===== config.mk =====
export PLATFORM = sky130hd
export DESIGN_NAME = nf3_kernel
export DESIGN_NICKNAME = d
export VERILOG_FILES = /design/src/rtl/core/nf3_pkg.sv /design/src/rtl/core/nf3_kernel.sv
export SDC_FILE = /design/constraint.sdc
export NUM_CORES = 1
export LEC_CHECK = 0
export ABC_CLOCK_PERIOD_IN_PS = 12110
export BUFFER_PORTS_ARGS = -buffer_cell sky130_fd_sc_hd__buf_2
export CAP_MARGIN = 10
export CORE_MARGIN = 2
export CORE_UTILIZATION = 55
export DETAILED_ROUTE_END_ITERATION = 16
export PLACE_DENSITY = 0.88
export SLEW_MARGIN = 25
export SYNTH_ARGS = -nofsm -noshare
export SYNTH_HDL_FRONTEND = slang
export SYNTH_SLANG_ARGS = --single-unit
export TNS_END_PERCENT = 50

===== constraint.sdc =====
create_clock -name vclk -period 12.11
set_clock_uncertainty 0.1 [all_clocks]
set_input_delay 1.8165 -clock vclk [all_inputs]
set_output_delay 1.8165 -clock vclk [all_outputs]
set_load 0.01 [all_outputs]

===== src/rtl/core/nf3_pkg.sv =====
// shared types, constants and register codes of the 3x3 neighborhood filter
`default_nettype none
package nf3_pkg;

  localparam int NF3_MAX_WIDTH = 1024;
  localparam int PIX_W = 8;
  localparam int CFG_DIM_W = 11;
  localparam int MODE_W = 2;
  localparam int ROW_W = 11;
  localparam int CFG_ADDR_W = 4;
  localparam int CFG_DATA_W = 32;

  localparam logic [CFG_DIM_W-1:0] HEIGHT_LIMIT = 11'd1024;
  localparam logic [CFG_DIM_W-1:0] WIDTH_RESET = 11'd640;
  localparam logic [CFG_DIM_W-1:0] HEIGHT_RESET = 11'd480;

  localparam logic [1:0] REG_WIDTH = 2'd0;
  localparam logic [1:0] REG_HEIGHT = 2'd1;
  localparam logic [1:0] REG_MODE = 2'd2;

  localparam logic [MODE_W-1:0] MODE_BOX = 2'd0;
  localparam logic [MODE_W-1:0] MODE_GAUSS = 2'd1;
  localparam logic [MODE_W-1:0] MODE_SALT_PEPPER = 2'd2;

  // floor(x / 9) == (x * BOX_RECIP) >> BOX_SHIFT for every box sum
  localparam logic [12:0] BOX_RECIP = 13'd7282;
  localparam int BOX_SHIFT = 16;

  localparam logic [PIX_W-1:0] PIX_MAX = 8'd255;

  typedef logic [PIX_W-1:0] pixel_t;
  typedef pixel_t [8:0] window_t;

  typedef struct packed {
    logic [CFG_DIM_W-1:0] width_raw;
    logic [CFG_DIM_W-1:0] height_eff;
    logic [MODE_W-1:0]    mode;
    logic                 geom_wr;
  } cfg_t;

endpackage
`default_nettype wire


===== src/rtl/core/nf3_kernel.sv =====
// window arithmetic: box blur, 1-2-1 gaussian, salt-and-pepper removal
`default_nettype none
module nf3_kernel import nf3_pkg::*; (
  input  wire window_t            win,
  input  wire logic [MODE_W-1:0]  mode,
  output pixel_t                  result
);

  logic [11:0] box_sum;
  logic [11:0] gauss_sum;
  logic [24:0] box_prod;
  logic        ring_zero;
  logic        ring_full;

  always_comb begin
    box_sum = '0;
    ring_zero = 1'b1;
    ring_full = 1'b1;
    for (int i = 0; i < 9; i++) begin
      box_sum = box_sum + 12'(win[i]);
      if (i != 4) begin
        ring_zero = ring_zero && (win[i] == '0);
        ring_full = ring_full && (win[i] == PIX_MAX);
      end
    end
    gauss_sum = 12'(win[0]) + {3'b0, win[1], 1'b0} + 12'(win[2])
              + {3'b0, win[3], 1'b0} + {2'b0, win[4], 2'b0} + {3'b0, win[5], 1'b0}
              + 12'(win[6]) + {3'b0, win[7], 1'b0} + 12'(win[8]);
    box_prod = 25'(box_sum) * 25'(BOX_RECIP);
  end

  always_comb begin
    case (mode)
      MODE_BOX:   result = box_prod[BOX_SHIFT +: PIX_W];
      MODE_GAUSS: result = gauss_sum[4 +: PIX_W];
      MODE_SALT_PEPPER: begin
        if (ring_zero) begin
          result = '0;
        end else if (ring_full) begin
          result = PIX_MAX;
        end else begin
          result = win[4];
        end
      end
      default:    result = win[4];
    endcase
  end

endmodule
`default_nettype wire


## Word level (Yosys, flattened, before mapping)

Index checks and enable logic that the tools add are counted.

- Output and inout bits: 8
- Word-level logic and storage cells: 53
- Input port bits: 74
- Register bits after elaboration: 0

- Reductions and logical operators: 23
- Mux-type cells: 3
- Add/subtract/negate cells: 16
- $mul: 1
- Eq/ne operators: 10

Operators with widths:

| cell | count |
|---|---|
| adder 12 x 8 -> 12 bit | 6 |
| equality test 8 bit (second input constant) | 8 |
| zero test 8 bit | 8 |
| adder 12 x 9 -> 12 bit | 2 |
| one-hot mux 8 bit (3 select lines) | 1 |
| multiplier 12 x 12 -> 23 bit (second input constant) | 1 |
| adder 10 x 8 -> 11 bit | 2 |
| 2-to-1 mux 8 bit | 2 |
| logical AND 1 bit | 14 |
| adder 11 x 8 -> 12 bit | 1 |
| adder 11 x 9 -> 12 bit | 1 |
| adder 12 x 10 -> 12 bit | 1 |
| adder 8 x 9 -> 10 bit | 1 |
| adder 9 x 8 -> 10 bit | 1 |
| adder 8 x 8 -> 9 bit | 1 |
| equality test 2 x 1 -> 1 bit (second input constant) | 1 |
| equality test 2 bit (second input constant) | 1 |
| zero test 2 bit | 1 |

## Longest topological paths before layout

- Depth in word-level cells: 11
- Mapped depth: 33
- Gate-level depth less buffers: 33

## Least setup slack after synthesis

No wires, ideal clock.

- Path type: in2out
- Start: input port win[3] (netlist name)
- End: output port result[4]
- Data required time: 10.193 ns
- Path buffers: 0
- Arrival time: 9.322 ns
- Cell stages on the path: 32
- Path slack: 0.872 ns
- Cells stage by stage: inv_1 fa_1 inv_1 fa_1 fa_1 inv_1 fa_1 inv_1 fa_1 a21o_1 a21oi_2 nor2_1 o311ai_2 a21boi_4 xor2_2 xor2_1 ha_1 inv_1 fa_1 inv_1 fa_1 inv_1 fa_1 inv_1 ha_1 a21oi_1 o21ai_0 nand3_1 nand3_1 a221o_1 mux2i_1 o2111ai_1

- Word-level cells in the longest chain between the ends: 11
- Elaborated cells between the ends (all ways): 36
- Classes of those cells: add/sub: 16; mul: 1; eq/ne: 1; mux: 3; reduce/logical: 15

Ends and longest elaborated chain:

| what | RTL line | RTL |
|---|---|---|
| from (decl) | nf3_kernel.sv:4 | `input wire window_t win,` |
| branches (longest 10 deep; another with multiplier 12 x 12 -> 23 bit) | - |  |
| one-hot mux 8 bit (3 select lines) (*) | nf3_kernel.sv:33 | `case (mode)` |
| to (decl) | nf3_kernel.sv:6 | `output pixel_t result` |

Every way passes the cells marked *.

## Worst setup path in the final report

- Start: input port win[2] (netlist name)
- End: output port result[5]

The elaborated chain is that of the path after synthesis.

==> impl_results.md <==
* Req. time, crit path at 10.19 ns
* Largest net degree at the start of global routing at 16
* Cell variety after synth at 48
* Die Wd at 107.9 um
* Place WS at 0.04822 ns
* Clock buf count at 0
* Worst Path Max Fanout at 4
* Syn nets at 927
* Hpwl dp at 15.86 mm
* Post-synthesis adder-cell area fraction at 63.38%
* Critical Path Most Common Cell: fa_1
* Hold Path Class: input port to output port
* Synth Area in XOR/XNOR at 4.804%
* Period Utilization, post-route at 97.71%
* Top-area cell type share of the netlist area at 43.83%
* Initial core utilization at 57.01%
* CP endpoint kind: output port
* Final ANT Viol Nets at 0
* Slew HR at 44.37%
* # IOs at 82
* Critical Path Slowest Stage Cell: fa_1
* Mapped cell area at 5938 um^2
* Seq/Total Area, Yosys at 0%
* GRT Total Usage at 31.37%
* Largest cells by area after synthesis: fa_1, ha_1, inv_1
* Nets at 1012
* Vias per inst at 5.703
* Gate count of the mapped netlist at 631
* Setup-failing EPs final at 0
* Global-route wire length before repair at 27.64 mm
* Post-layout util at 63.30%
* Layout cells sized above 1 at 15.41%
* Main combinational cell family by area after synthesis: adder cells
* Die H at 107.9 um
* Maxcap violations at 0
* Largest stage delay, worst path at 0.56 ns
* Seq Cell Count at 0
* Final min period at 11.83 ns
* Pins Over Slew Limit at 0
* Top cell type by total area after synthesis: fa_1
* Crit path DAT at 9.92 ns
* Pin slew with the least headroom to its limit at 0.8268 ns
* Mux cell area share after synthesis at 0.5057%
* Final WL at 17.42 mm
* Status: complete, no violations
* DR DRC count at 0
* 1st-iter DRT viols at 315
* PortBufs at 82
* Row cnt at 37
* Avg WL per Cell at 20.47 um
* Post-synthesis simple-gate area fraction at 10.32%
* Highest Clock Rate at 84.51 MHz
* YS warnings at 0
* Vias in the first global route at 5456
* Hold Buf Count CTS at 0
* Critical Path Start Type: input port
* GP Congestion at 1.024
* Core region area at 10420 um^2
* DR vias at 4853
* CP Class: input port to output port
* Final Hold Viols at 0
* Syn avg cell area at 9.411 um^2
* Global route total overflow at 0
* Die area at 11640 um^2
* Initial antenna violation count at 2
* Synth-to-Final Area Change at 11.04%
* First-pass DRT Iterations at 5
* Compound-Gate Fraction of Synth Area at 8.997%
* Final worst slack at 0.2767 ns
* Sequential cell area at 0 um^2
## final cells by class
type	instances	area, um^2
Timing Repair Buffer	87	462.9
Antenna cell	1	2.502
Tap cell	136	170.2
Multi-Input combinational cell	446	5279
Fill cell	873	3822
Inverter	181	679.4
## synth_stat cells (2+ instances only)
cell / n
inv_1: 180
fa_1: 130
ha_1: 92
nand4_1: 25
a21oi_1: 22
nor4_1: 22
nor2_1: 17
nand2_1: 16
xor2_1: 16
o21ai_0: 12
a21o_1: 11
xnor2_1: 11
nor2b_1: 8
nand3_1: 6
and2_1: 5
a31oi_1: 4
nand2b_1: 4
a21oi_2: 3
and3_1: 3
mux2i_1: 3
o21bai_1: 3
o221ai_1: 3
a211o_1: 2
a22oi_1: 2
buf_2: 2
buf_6: 2
o2111ai_1: 2
o211ai_1: 2
o21ai_1: 2
or2_1: 2
xor2_2: 2
## worst paths after layout
kind | start | endpoint | cells after the start
setup / recovery | win[2] | result[5] | 33
hold / removal | mode[0] | result[3] | 4
## layout by cell type, fill, tap and decap left out, drive strengths merged, types with 4 or more instances in the layout
cell type,Yosys,routed
nand2,16,16
o21ai,14,14
xnor2,12,12
a21oi,25,25
ha,92,92
nand4,25,25
inv,181,181
buf,4,86
a21o,12,12
and2,5,5
nand3,6,6
nand2b,4,4
xor2,18,18
nor4,22,22
nor2,17,17
nor2b,8,8
fa,130,130
a31oi,4,4
## stage by stage
step | setup TNS, ns | hold slack, ns | area (um^2) | instances
6_report | 0 | 3.981 | 6594 | 851
5_1_grt | -0.05944 | 4.020 | 6594 | 851
4_1_cts | 0 | 3.965 | 6486 | 845
3_5_place_dp | 0 | 3.962 | 6486 | 845
3_3_place_gp | 0 | 3.969 | 6486 | 845
2_1_floorplan | 0 | 3.685 | 5938 | 631
## worst max-delay path, delay by kind of cell
| kind | cells | cell delay, ns |
|---|---|---|
| AO/OA/AOI/OAI | 9 | 2.02 |
| XOR/XNOR | 2 | 0.28 |
| adder cells (fa/ha/maj) | 11 | 4.82 |
| buffers and inverters | 8 | 0.63 |
| AND/OR/NAND/NOR | 3 | 0.34 |
## timing repair
action,CTS,global route
setup endpoints to repair,0,7
endpoints found under the hold margin,0,0
resized for setup,0,14
buffers inserted,0,5
## layer usage
metal	track usage (%)	vias to the layer above	wire, um
li1	-	2198	-
met1	38.09	2348	6535
met2	56.83	248	8804
met3	4.479	57	1292
met4	10.99	2	777
met5	0	-	12
## cell families after synthesis
group                      after synthesis
xor gates and xnor gates                30
buffers and inverters                  185
adders and majority gates              223
and+or+nand+nor                        112
muxes                                    3
AOI/OAI and AO/OA                       78
Power is left out: the tool's default activity adds up to more than one toggle a clock period on the data nets, which glitch-free logic cannot reach.
