<file path="src/rtl/core/nf3_pkg.sv">
// shared types, constants and register codes of the 3x3 neighborhood filter
`default_nettype none
package nf3_pkg;

  localparam int NF3_MAX_WIDTH = 1024;
  localparam int PIX_W = 8;
  localparam int CFG_DIM_W = 11;
  localparam int MODE_W = 2;
  localparam int ROW_W = 11;
  localparam int CFG_ADDR_W = 4;
  localparam int CFG_DATA_W = 32;

  localparam logic [CFG_DIM_W-1:0] HEIGHT_LIMIT = 11'd1024;
  localparam logic [CFG_DIM_W-1:0] WIDTH_RESET = 11'd640;
  localparam logic [CFG_DIM_W-1:0] HEIGHT_RESET = 11'd480;

  localparam logic [1:0] REG_WIDTH = 2'd0;
  localparam logic [1:0] REG_HEIGHT = 2'd1;
  localparam logic [1:0] REG_MODE = 2'd2;

  localparam logic [MODE_W-1:0] MODE_BOX = 2'd0;
  localparam logic [MODE_W-1:0] MODE_GAUSS = 2'd1;
  localparam logic [MODE_W-1:0] MODE_SALT_PEPPER = 2'd2;

  // floor(x / 9) == (x * BOX_RECIP) >> BOX_SHIFT for every box sum
  localparam logic [12:0] BOX_RECIP = 13'd7282;
  localparam int BOX_SHIFT = 16;

  localparam logic [PIX_W-1:0] PIX_MAX = 8'd255;

  typedef logic [PIX_W-1:0] pixel_t;
  typedef pixel_t [8:0] window_t;

  typedef struct packed {
    logic [CFG_DIM_W-1:0] width_raw;
    logic [CFG_DIM_W-1:0] height_eff;
    logic [MODE_W-1:0]    mode;
    logic                 geom_wr;
  } cfg_t;

endpackage
`default_nettype wire

</file>
<file path="src/rtl/core/nf3_regs.sv">
// apb configuration registers: image width, image height, filter mode
`default_nettype none
module nf3_regs import nf3_pkg::*; (
  input  wire logic                  clk,
  input  wire logic                  rst,
  input  wire logic                  psel,
  input  wire logic                  penable,
  input  wire logic                  pwrite,
  input  wire logic [CFG_ADDR_W-1:0] paddr,
  input  wire logic [CFG_DATA_W-1:0] pwdata,
  output logic      [CFG_DATA_W-1:0] prdata,
  output logic                       pready,
  output cfg_t                       cfg
);

  logic [CFG_DIM_W-1:0] width;
  logic [CFG_DIM_W-1:0] height;
  logic [MODE_W-1:0]    mode;
  logic                 wr_en;
  logic [1:0]           reg_idx;

  assign pready  = 1'b1;
  assign reg_idx = paddr[CFG_ADDR_W-1:2];
  assign wr_en   = psel && penable && pwrite;

  always_ff @(posedge clk) begin
    if (rst) begin
      width  <= WIDTH_RESET;
      height <= HEIGHT_RESET;
      mode   <= MODE_BOX;
    end else if (wr_en) begin
      unique case (reg_idx)
        REG_WIDTH:  width  <= pwdata[CFG_DIM_W-1:0];
        REG_HEIGHT: height <= pwdata[CFG_DIM_W-1:0];
        REG_MODE:   mode   <= pwdata[MODE_W-1:0];
        default: ;
      endcase
    end
  end

  always_comb begin
    unique case (reg_idx)
      REG_WIDTH:  prdata = CFG_DATA_W'(width);
      REG_HEIGHT: prdata = CFG_DATA_W'(height);
      REG_MODE:   prdata = CFG_DATA_W'(mode);
      default:    prdata = '0;
    endcase
  end

  always_comb begin
    cfg.width_raw = width;
    cfg.mode      = mode;
    if (height == '0) begin
      cfg.height_eff = CFG_DIM_W'(1);
    end else if (height > HEIGHT_LIMIT) begin
      cfg.height_eff = HEIGHT_LIMIT;
    end else begin
      cfg.height_eff = height;
    end
    cfg.geom_wr = wr_en && (reg_idx == REG_WIDTH || reg_idx == REG_HEIGHT);
  end

endmodule
`default_nettype wire

</file>
<file path="config.mk">
export PLATFORM = sky130hd
export DESIGN_NAME = nf3_regs
export DESIGN_NICKNAME = d
export VERILOG_FILES = /design/src/rtl/core/nf3_pkg.sv /design/src/rtl/core/nf3_regs.sv
export SDC_FILE = /design/constraint.sdc
export NUM_CORES = 1
export LEC_CHECK = 0
export ABC_AREA = 1
export BUFFER_PORTS_ARGS = -buffer_cell sky130_fd_sc_hd__buf_2
export CAP_MARGIN = 5
export CORE_ASPECT_RATIO = 1.2
export CORE_UTILIZATION = 30
export DETAILED_ROUTE_END_ITERATION = 8
export SYNTH_ARGS = -nofsm -noshare
export SYNTH_HDL_FRONTEND = slang
export SYNTH_SLANG_ARGS = --single-unit
export TNS_END_PERCENT = 50
</file>
<file path="constraint.sdc">
create_clock -name clk -period 0.8 [get_ports clk]
set_input_delay 0 -clock clk [delete_from_list [all_inputs] [get_ports clk]]
set_output_delay 0 -clock clk [all_outputs]
set_load 0.05 [all_outputs]
</file>
Yosys cells after proc, flatten, opt, wreduce, memory -nomap -nowiden
Cells that the tools add are included.
{"block": "word_totals", "reg_bits": 24, "input_bits": 41, "word_cells": 18}
{"block": "classes", "order_cmp": 1, "eq_ne": 2, "n_mux": 3, "n_reduce_logical": 9}
{"operator": "$pmux W11 S3", "count": 1}
{"operator": "$mux W11", "count": 2}
{"operator": "$gt A11 B11 Y1 const B", "count": 1}
{"operator": "$logic_not A11 Y1", "count": 1}
{"operator": "$reduce_and A2 Y1", "count": 3}
{"operator": "$logic_and A1 B1 Y1", "count": 3}
{"operator": "$eq A2 B1 Y1 const B", "count": 1}
{"operator": "$eq A2 B2 Y1 const B", "count": 1}
{"operator": "$logic_not A2 Y1", "count": 1}
{"operator": "$logic_or A1 B1 Y1", "count": 1}

Depth between registers and ports, before layout
{"block": "depth", "ltp_word": 3, "mapped_depth": 7}

Worst setup path before layout
Ideal clock, no wire load.
{"block": "synth_path", "kind": "reg-to-output", "start": "register height[10]", "end": "output prdata[10]", "t_arrival_ns": 1.533, "t_required_ns": 0.800, "setup_slack_ns": -0.733, "stages_incl_launch_ff": 3, "n_path_buf": 0, "cell_sequence": "dfxtp_1 inv_1 o21ai_0"}
{"block": "synth_via", "elab_chain_len": 1}
{"item": "from (decl)", "line_no": "nf3_regs.sv:17", "rtl": "logic [CFG_DIM_W-1:0] height;"}
{"item": "from (signal assigned)", "line_no": "nf3_regs.sv:34", "rtl": "REG_HEIGHT: height <= pwdata[CFG_DIM_W-1:0];"}
{"item": "$pmux W11 S3", "line_no": "nf3_regs.sv:42", "rtl": "unique case (reg_idx)"}
{"item": "to (decl)", "line_no": "nf3_regs.sv:11", "rtl": "output logic [CFG_DATA_W-1:0] prdata,"}
Every way passes these cells.

==> summary.txt <==
Power
  • Power density over the cells: approximately 1200 nW/um^2
  • P_sw: roughly 1 mW
  • Clock power frac: ~25%
  • Reg power frac: 43.6%
  • Pleak: about 1.1 nW
  • Power Internal: about 1.8 mW
  • Switch share: ~36%
  • Peak supply drop: 0.631 mV
  • Power share of the combinational group: 31.8%

Timing
  • Max-slew violations: 0
  • Highest Clock Rate: between 700 and 800 MHz
  • Setup TNS: -8.20 ns
  • Minimum clock period after layout: ~1.4 ns
  • Endpoints failing setup: 24
  • Setup WS post-layout: -0.554 ns
  • RSZ-0062 raised after global routing: yes
  • Fin crit share: 169%
  • Clk_skew: 0 ns
  • Hold Vio Cnt, Final: 0

Drt
  • WL per Instance: roughly 12 um
  • DRT antenna net count: 0
  • DRC: 0
  • Detailed Route WL: 3970 um
  • Via count: 1469
  • 1st-pass router iterations: 4
  • Vias/cell: between 4 and 5
  • Initial DRC Count: 25

Die
  • Die Area: approximately 4800 sq um
  • Core footprint: 4290 sq um
  • Die Height: 75.6 um
  • Io pins: 99
  • Initial Util: 31.5%
  • Rows: 26
  • Chip Width: 63.3 um

Synth
  • Synth top area cells: dfxtp_1 36%, nor2_1 15%, buf_4 12%, nand2_1 7.8%, o21ai_0 5.9%
  • Synth Instances: slightly above 200
  • Top cell type's share of synthesized area: 35.5%
  • Syn Area/Cell: ~6.7 sq um
  • Count of distinct cell types in the synthesized netlist: 20
  • Yosys warns: 0
  • Sequential fraction of the synthesis area: a little over a third
  • Syn Std Cell Area: around 1400 sq um
  • #FFs+latches synth: 24
  • Dominant cell type by area after synthesis: dfxtp_1

CTS
  • Cts bufs inserted: 3
  • Root Driver: clkbuf_8
  • Clk_lat worst skew: between 0.2 and 0.3 ns
  • CTS tree: done
  • Clk pin slew, worst setup/hold paths: roughly 0.080 ns
  • CTS max path bufs: 2
  • Clk sinks: 24
  • Htree depth: 1

Worst setup path
  • Reg2reg setup slack: -0.01 ns
  • CP Launch Type: register
  • Worst Path Arrival: ~1.4 ns
  • Critical Path, Cell by Cell: nor2_4, nand3_2, nor2_4, nor2_4, nor2_2, buf_6
  • Critical path class: reg -> out
  • Biggest cell delay along the critical path: between 0.3 and 0.4 ns
  • Crit path max fanout: 8
  • Slowest cell on the critical path: dfxtp_2
  • Critical path endpoint category: primary output
  • CP most frequent cell: nor2_4
  • WP data required: roughly 0.80 ns

Finish
  • Commonest non-fill, non-tap cell in the layout: nor2_1
  • Commonest non-fill, non-tap cells in the layout: 38 x nor2_1, 34 x buf_6, 28 x nand2_1
  • Layout area overhead: 76.9%
  • Final #Nets: ~330
  • Share of cells above drive strength 1: about 54%
  • Post-layout util: a little under three fifths
  • Diodes inserted: 0
  • Design area: 2390 sq um
  • Final non-filler cell total: 340

Worst hold path
  • Hold Path Class: in -> reg

Run status
  • Failing checks: setup timing
  • Status: complete, but fails checks

Global routing
  • Largest net degree at the start of global routing: 25
  • Global-route wire length before repair: approximately 6300 um
  • Total grt overflow: 0
  • Initial antenna violation count: 0
  • Vias in the first global route: between 1000 and 1500
  • Total GRT Usage: approximately 17%

Placement
  • Placed Instances: about 330
  • HPWL Detailed: ~2700 um
  • Place WS: -0.482 ns
  • Routability cong.: slightly below 0.9
  • Port-buffer cells: 53
  • Placed cell area: about 1800 sq um

Flow run
  • Maxcap violations: 0
## worst paths after layout
check	from	end	cells past startpoint
worst max-delay path	height[2]	cfg[4]	6
worst min-delay path	pwdata[0]	width[0]	3
worst max register to register	height[8]	height[8]	4
worst min register to register	width[7]	width[7]	2
## worst max-delay path: cells and delay by family (launching register included)
kind	cells	cell delay (ns)
buffers and inverters	1	0.16
and+or+nand+nor	5	0.57
DFF	1	0.37
## kinds of logic (layout without fill, tap and decap cells)
group / after synthesis / after routing / share of synthesized area [%]
other cells: 2 / 22 / 0.555
buf+inv: 50 / 112 / 21.8
compound gates: 32 / 32 / 13.0
flops: 24 / 24 / 35.5
simple gates: 94 / 94 / 29.1
## synthesized netlist by cell type, drive strengths merged
library cell and n:
clkbuf 3, dfxtp 24, o21ai 26, nand2 29, buf 27, nor3 2
o211ai 6, inv 20, nand3 7, conb 2, nor2 56
## routing by layer
| metal | vias up | part of all wire, % | track usage, % |
|---|---|---|---|
| met2 | 53 | 50 | 31.1 |
| met5 | - | 0 | 0 |
| met3 | 2 | 5.0 | 2.69 |
| met1 | 661 | 44 | 21.5 |
| met4 | 0 | 0.83 | 5.30 |
| li1 | 753 | - | - |
## stage by stage
step / hold slack, ns / power, mW
floorplan: 0.126 / 1.92
global placement: 0.232 / 2.02
detailed placement: 0.234 / 2.02
CTS: 0.00648 / 2.87
global route: 0.0253 / 2.99
finish: 0.00382 / 2.86
## timing repair
| item | in CTS | in global routing |
|---|---|---|
| gates resized for setup | 118 | 21 |
| buffers inserted | 4 | 4 |
| setup endpoints to repair | 36 | 33 |
| pin swaps | 11 | 6 |
| hold endpoints to repair | 18 | 0 |
| hold buffers | 10 | 0 |
## sequential cells by signal, indices dropped and copies added, names as in the netlist
signal and cells:
height 11, mode 2, width 11
## power by group through the flow
stage	Sequential [mW]	Clock (mW)	Combinational, mW
after floorplan	1.32	0	0.602
after global placement	1.27	0	0.753
after detailed placement	1.27	0	0.756
after CTS	1.25	0.727	0.889
after global routing	1.25	0.788	0.957
final	1.24	0.704	0.907
## layout make-up
| cell class | count | area (sq um) |
|---|---|---|
| fill | 431 | 1900 |
| inverter | 20 | 85.1 |
| sequential | 24 | 518 |
| timing repair buffer | 89 | 863 |
| multi-input combinational | 148 | 815 |
| tap | 56 | 70.1 |
| clock buffer | 3 | 41.3 |
Power figures use the tool's default switching activity.
